## config.mk

```make
export PLATFORM = sky130hd
export DESIGN_NAME = sset_ctrl
export DESIGN_NICKNAME = d
export VERILOG_FILES = /design/src/sset_pkg.sv /design/src/sset_ctrl.sv
export SDC_FILE = /design/constraint.sdc
export NUM_CORES = 1
export LEC_CHECK = 0
export BUFFER_PORTS_ARGS = -buffer_cell sky130_fd_sc_hd__buf_2
export CAP_MARGIN = 20
export CORE_AREA = 2 2 39 41
export CTS_CLUSTER_DIAMETER = 60
export DETAILED_ROUTE_END_ITERATION = 12
export DIE_AREA = 0 0 41 43
export GPL_ROUTABILITY_DRIVEN = 0
export PLACE_DENSITY = 0.33
export REMOVE_ABC_BUFFERS = 1
export SLEW_MARGIN = 10
export SYNTH_ARGS = -nofsm -noshare
export SYNTH_HDL_FRONTEND = slang
export SYNTH_SLANG_ARGS = --single-unit
```

## constraint.sdc

```tcl
create_clock -name clk -period 1.9 [get_ports clk]
set_input_delay 0.095 -clock clk [delete_from_list [all_inputs] [get_ports clk]]
set_output_delay 0.095 -clock clk [all_outputs]
set_load 0.02 [all_outputs]
```

## src/sset_pkg.sv

```systemverilog
package sset_pkg;

  // Widths of the request and result fields.
  localparam int KIND_W   = 3;
  localparam int ENT_W    = 10;
  localparam int POS_W    = 10;
  localparam int STATUS_W = 2;
  localparam int COUNT_W  = 11;

  // Number of distinct identifiers that the entity field can name.
  localparam int ENTITY_SPACE = 1 << ENT_W;

  // Operation codes.
  localparam logic [KIND_W-1:0] KIND_INSERT = 3'd0;
  localparam logic [KIND_W-1:0] KIND_REMOVE = 3'd1;
  localparam logic [KIND_W-1:0] KIND_LOOKUP = 3'd2;
  localparam logic [KIND_W-1:0] KIND_CLEAR  = 3'd3;
  localparam logic [KIND_W-1:0] KIND_READ   = 3'd4;

  // Result status codes.
  localparam logic [STATUS_W-1:0] ST_OK      = 2'd0;
  localparam logic [STATUS_W-1:0] ST_PRESENT = 2'd1;
  localparam logic [STATUS_W-1:0] ST_ABSENT  = 2'd2;
  localparam logic [STATUS_W-1:0] ST_RANGE   = 2'd3;

  typedef enum logic [1:0] {
    S_CLEAR,
    S_IDLE,
    S_FETCH,
    S_EXEC
  } state_t;

  // Commands from the controller to the datapath.
  typedef struct packed {
    logic clr;     // write one zero into the position map
    logic accept;  // take a request, start the map and list reads
    logic fetch;   // capture the first reads, read the list at the mapped slot
    logic exec;    // decide, write back, load the result register
  } ctl_cmd_t;

  // Status from the datapath to the controller.
  typedef struct packed {
    logic clr_last;  // the clearing pass is at its last entry
    logic out_free;  // the result register can be loaded this cycle
  } dp_sts_t;

endpackage

```

## src/sset_ctrl.sv

```systemverilog
module sset_ctrl (
  input  logic              clk,
  input  logic              rst_n,
  input  logic              in_valid,
  output logic              in_ready,
  input  sset_pkg::dp_sts_t sts,
  output sset_pkg::ctl_cmd_t cmd
);
  import sset_pkg::*;

  state_t state_r;
  state_t state_nxt;

  always_ff @(posedge clk) begin
    if (!rst_n) begin
      state_r <= S_CLEAR;
    end else begin
      state_r <= state_nxt;
    end
  end

  always_comb begin
    state_nxt = state_r;
    unique case (state_r)
      S_CLEAR: begin
        if (sts.clr_last) state_nxt = S_IDLE;
      end
      S_IDLE: begin
        if (in_valid) state_nxt = S_FETCH;
      end
      S_FETCH: begin
        state_nxt = S_EXEC;
      end
      S_EXEC: begin
        if (sts.out_free) state_nxt = S_IDLE;
      end
      default: begin
        state_nxt = S_CLEAR;
      end
    endcase
  end

  always_comb begin
    in_ready   = 1'b0;
    cmd        = '0;
    unique case (state_r)
      S_CLEAR: begin
        cmd.clr = 1'b1;
      end
      S_IDLE: begin
        in_ready   = 1'b1;
        cmd.accept = in_valid;
      end
      S_FETCH: begin
        cmd.fetch = 1'b1;
      end
      S_EXEC: begin
        cmd.exec = sts.out_free;
      end
      default: begin
        cmd = '0;
      end
    endcase
  end

  // An accepted request always moves on to the fetch step.
  a_accept_fetch: assert property (@(posedge clk) disable iff (!rst_n)
    cmd.accept |=> (state_r == S_FETCH))
    else $error("accepted request did not enter fetch");

  // The fetch step always leads straight into execute.
  a_fetch_exec: assert property (@(posedge clk) disable iff (!rst_n)
    (state_r == S_FETCH) |=> (state_r == S_EXEC))
    else $error("fetch did not lead to execute");

  // A blocked result register keeps the operation waiting in execute.
  a_exec_hold: assert property (@(posedge clk) disable iff (!rst_n)
    (state_r == S_EXEC && !sts.out_free) |=> (state_r == S_EXEC))
    else $error("execute left while result register was busy");

endmodule

```

==> results.cfg, run 1 <==
[power_and_ir_drop]
swShare_pct = 41.7
leakage_uw = 0.000152
pwr-share-seq_pct = 22.5
ir_worst_vdd_mv = 0.284
p_per_area_nw_per_um2 = 1250
power.internal_uw = 198
switchingPower_uw = 141
clkPwrFrac_pct = 27.8
combinationalPowerShare_pct = 49.7

[sta]
tightest_slew_ns = 0.480
finClkSkew_ns = 0.000309
setup_viol_count_final = 0
hold_ws_ns = 0.163
period_needed_ns = 1.48
hold_viol_final = 0
period_share_pct = 77.9
drv_slew = 0
rsz0062_at_grt = false
max_slew_margin_pct = 68.0
final.setup.tns_ns = 0
fmax_mhz = 676

[drt]
vias = 166
wl_per_cell_um = 8.00
wl_um = 392
drtIter0Drc = 3
drt_pre_antenna_iters = 4
vias_per_cell = 3.39
antenna_left = 0
drc = 0

[finish]
area_delta_synth_final_pct = 47.6
antennaDiodeCount = 0
nets = 45
instances_no_fill = 49
drive_gt1_share_pct = 42.4
largest_register = state_r
largest_registers = state_r x2
largest_reg_flops = 2

[synthesis]
syn_area_sq_um = 184
synth.distinct_cells = 10
synthFlopType = dfxtp_1
synth_commonest_cells = ha_1, inv_1, nand2_1
yosysSeqAreaShare_pct = 21.8
ys_top_cells_by_area = ha_1, dfxtp_1, mux2i_1
yosysMostFrequentCell = ha_1
netlist_instances = 21
yosysTopAreaCell = ha_1
synth_top_area_share_pct = 34.0
synthArstFlopShare_pct = 0
syn_avg_cell_area_sq_um = 8.76
yosysWarnings = 0
synth-seq-cells = 2
synth_edf_count = 0

[cts]
cts_setup_buffers = 0
cts.path.max_buffers = 2
insertion_delay_ns = 0.22
cts_sinks = 2
cts_tree = built
cts_buffers = 3
htree_levels = 1
cts-root-buf = clkbuf_4
cts_resized = 0
cts_hold_buffers = 0
clk_pin_slew_ns = 0.03

[grt]
grt_overflow = 0
track_usage_pct = 5.81
grt_pass1_wl_um = 600
antenna_found_initial = 0
first_global_vias = 178
grt_max_degree = 6

[die]
core_area_sq_um = 1380
die_h_um = 43
boundaryPins = 10
dieArea_sq_um = 1760
start_util_pct = 13.3
rows = 14
die_x_um = 41

[critical_path]
crit_required_ns = 2.05
criticalPathCategory = flip-flop to flip-flop
cp.arrival_ns = 1.63
cp-start-kind = flip-flop
worst-path-max-fanout = 5
cp-end-kind = flip-flop

[place]
dp_hpwl_um = 305
place_inst = 46
port_buffers = 9

[hold_path]
hold_class = primary input to flip-flop

[run]
drv_cap = 0

[outcome]
status = finished clean
per-layer routing:
layer	GRT usage [%]	vias to the layer above	part of all wire (%)
li1	-	90	-
met1	5.41	66	43
met2	7.19	10	42
met3	1.57	0	15
met4	10.0	0	0
met5	0	-	0
final timing paths:
path,from,end,slack (ns),cells after the start
setup / recovery,state_r[0],state_r[1],0.42,4
hold / removal,rst_n,state_r[0],0.16,3
setup reg to reg,state_r[0],state_r[1],0.42,4
hold reg to reg,state_r[1],state_r[1],0.51,2
through the flow:
stage	util, %	worst slack, ns	cell area, sq um	total power (uW)
after floorplan	-	0.428	184	203
after global placement	18.0	0.412	249	253
after detailed placement	18.0	0.407	249	249
after CTS	19.6	0.401	272	353
after global routing	19.6	0.302	272	375
final	19.6	0.420	272	339
final cells by class:
class	count	area [sq um]
fill	158	1110
multi-input combinational	14	124
timing repair buffer	9	45.0
sequential	2	40.0
clock buffer	3	22.5
inverter	5	20.0
tap	16	20.0
critical path, stage by stage (launching register included):
cell      delay, ns
dfxtp_1        0.41
inv_1          0.09
ha_1           0.21
a222oi_1       0.47
mux2i_1        0.23
placed cells by master, fill, tap and decap left out:
cell / Yosys / layout
nand2b_1: 1 / 1
ha_1: 5 / 5
mux2i_1: 2 / 2
inv_1: 4 / 4
buf_2: 0 / 9
and2_1: 1 / 1
dfxtp_1: 2 / 2
nand2_1: 3 / 3
a222oi_1: 1 / 1
clkinvlp_2: 1 / 1
clkbuf_4: 0 / 3
and2_2: 1 / 1
cell families (layout without fill, tap and decap cells):
family	after synthesis	in the layout	synth area share, %
compound gates	1	1	5.44
mux	2	2	10.9
fa+ha+maj	5	5	34.0
buf+inv	5	17	10.9
simple gates	6	6	17.0
flops	2	2	21.8
power by group through the flow:
stage / Combinational, uW / Sequential [uW] / Clock [uW]
floorplan: 132 / 71.2 / 0
global placement: 176 / 77.4 / 0
detailed placement: 172 / 77.4 / 0
CTS: 173 / 76.7 / 103
global route: 192 / 79.1 / 103
finish: 168 / 76.3 / 94.2
Power figures use the tool's default switching activity.
==> inputs of run 2 (changes only) <==
==> constraint.sdc (replaced) <==
create_clock -name clk -period 1.4 [get_ports clk]
set_input_delay 0.07 -clock clk [delete_from_list [all_inputs] [get_ports clk]]
set_output_delay 0.07 -clock clk [all_outputs]
set_load 0.02 [all_outputs]
==> results.cfg, run 2 (synthesized netlist as in run 1, its figures left out) <==
[outcome]
status = finished clean

[finish]
largest_registers = state_r x2
nets = 47
final_common_cell = buf_2
seqCellArea_sq_um = 43.8
largest_reg_flops = 2
drive_gt1_share_pct = 54.3
largest_register = state_r
fillers = 155
antennaDiodeCount = 0
mostFrequentLayoutCells = buf_2, ha_1, nand2_1, inv_1, clkbuf_4
area_delta_synth_final_pct = 59.2
utilization_pct = 21.2
instances_no_fill = 51
fin_area_sq_um = 293
multi_input_area_sq_um = 126

[critical_path]
cp-end-kind = flip-flop
criticalPathCategory = flip-flop to flip-flop
crit_required_ns = 1.54
cp.arrival_ns = 1.47
worst_r2r_endpoint = state_r[1]
rr_worst_depth = 5
cp-start-kind = flip-flop
crit_end = state_r[1]
r2r_start = state_r[0]
worst-path-max-fanout = 5
rrSetupSlack_ns = 0.07
crit_start = state_r[0]

[grt]
antenna_found_initial = 0
track_usage_pct = 6.41
grt_max_degree = 6
first_global_vias = 192
grt_pass1_wl_um = 710
grt_overflow = 0

[sta]
period_share_pct = 95.0
setup_viol_count_final = 0
hold_ws_ns = 0.124
fmax_mhz = 752
hold_viol_final = 0
setup_slack_ns = 0.0698
period_needed_ns = 1.33
finClkSkew_ns = 0.00478
tightest_slew_ns = 0.273
drv_slew = 0
max_slew_margin_pct = 81.8

[power_and_ir_drop]
swShare_pct = 39.7
clkPwrFrac_pct = 25.3
p_per_area_nw_per_um2 = 1690
combinationalPowerShare_pct = 52.9
power.internal_uw = 299
leakage_uw = 0.000162
ir_worst_vdd_mv = 0.566
pwr-share-seq_pct = 21.8
switchingPower_uw = 197

[place]
place_inst = 48
dp_hpwl_um = 327
port_buffers = 9
post-place-ws_ns = -0.0416
placed_area_sq_um = 264

[die]
die_h_um = 43
boundaryPins = 10
die_x_um = 41
core_area_sq_um = 1380
rows = 14
start_util_pct = 13.3
dieArea_sq_um = 1760

[cts]
cts_sinks = 2
cts-root-buf = clkbuf_4
htree_levels = 1
cts_buffers = 3
cts_tree = built
cts.path.max_buffers = 2
cts_hold_buffers = 0
insertion_delay_ns = 0.22
clk_pin_slew_ns = 0.03

[hold_path]
hold_class = primary input to flip-flop
min_from = rst_n

[drt]
wl_um = 398
vias = 176
drt_pre_antenna_iters = 4
wl_per_cell_um = 7.80
vias_per_cell = 3.45
antenna_left = 0
drc = 0
drtIter0Drc = 1

[run]
drv_cap = 0
run 2: cell types whose count changed in the layout (fill, tap and decap cells not counted):
cell,previous run,this run
buf_4,0,2
ha_2,0,1
ha_1,5,4
dfxtp_4,0,1
inv_1,4,3
dfxtp_1,2,1
inv_2,0,1
run 2: how the worst min path moves through the flow:
stage                 end  cells past startpoint
2_1_floorplan  state_r[1]                      2
3_3_place_gp   state_r[0]                      3
3_5_place_dp   state_r[0]                      3
4_1_cts        state_r[0]                      3
5_1_grt        state_r[0]                      3
6_report       state_r[0]                      3
run 2: metal layers:
| metal | up-vias | track usage [%] | routed length, um |
|---|---|---|---|
| met5 | - | 0 | 0 |
| met1 | 72 | 6.37 | 188 |
| met4 | 0 | 6.00 | 0 |
| li1 | 94 | - | - |
| met2 | 10 | 8.13 | 153 |
| met3 | 0 | 4.71 | 55 |
run 2: what timing repair did:
action,in CTS,in global routing
endpoints found under the hold margin,0,0
endpoints found under the setup margin,2,2
resized for setup,1,3
setup buffers,0,0
pin swaps,0,1
run 2: area by class of cell:
class                   instances  area share (%)
multi-input cells              14            43.2
repair buffers                 11            20.5
flip-flops and latches          2            15.0
clock buffers                   3            7.69
inverters                       5            6.84
well taps                      16            6.84
run 2: worst max-delay path: stages, from the launching register on:
cell      delay, ns
dfxtp_4        0.36
inv_1          0.06
ha_1           0.21
a222oi_1       0.28
buf_4          0.18
mux2i_1        0.17
run 2: power by group through the flow:
stage | registers, uW | logic (uW) | clock network [uW]
6_report | 108 | 263 | 125
5_1_grt | 113 | 294 | 145
4_1_cts | 103 | 268 | 135
3_5_place_dp | 101 | 267 | 0
3_3_place_gp | 97.9 | 259 | 0
2_1_floorplan | 96.6 | 180 | 0
run 2: stage by stage:
step,total power (uW),TNS (ns)
after floorplan,276,-0.143
after global placement,357,-0.0402
after detailed placement,368,-0.0696
final,496,0
after global routing,551,-0.00269
after CTS,507,0
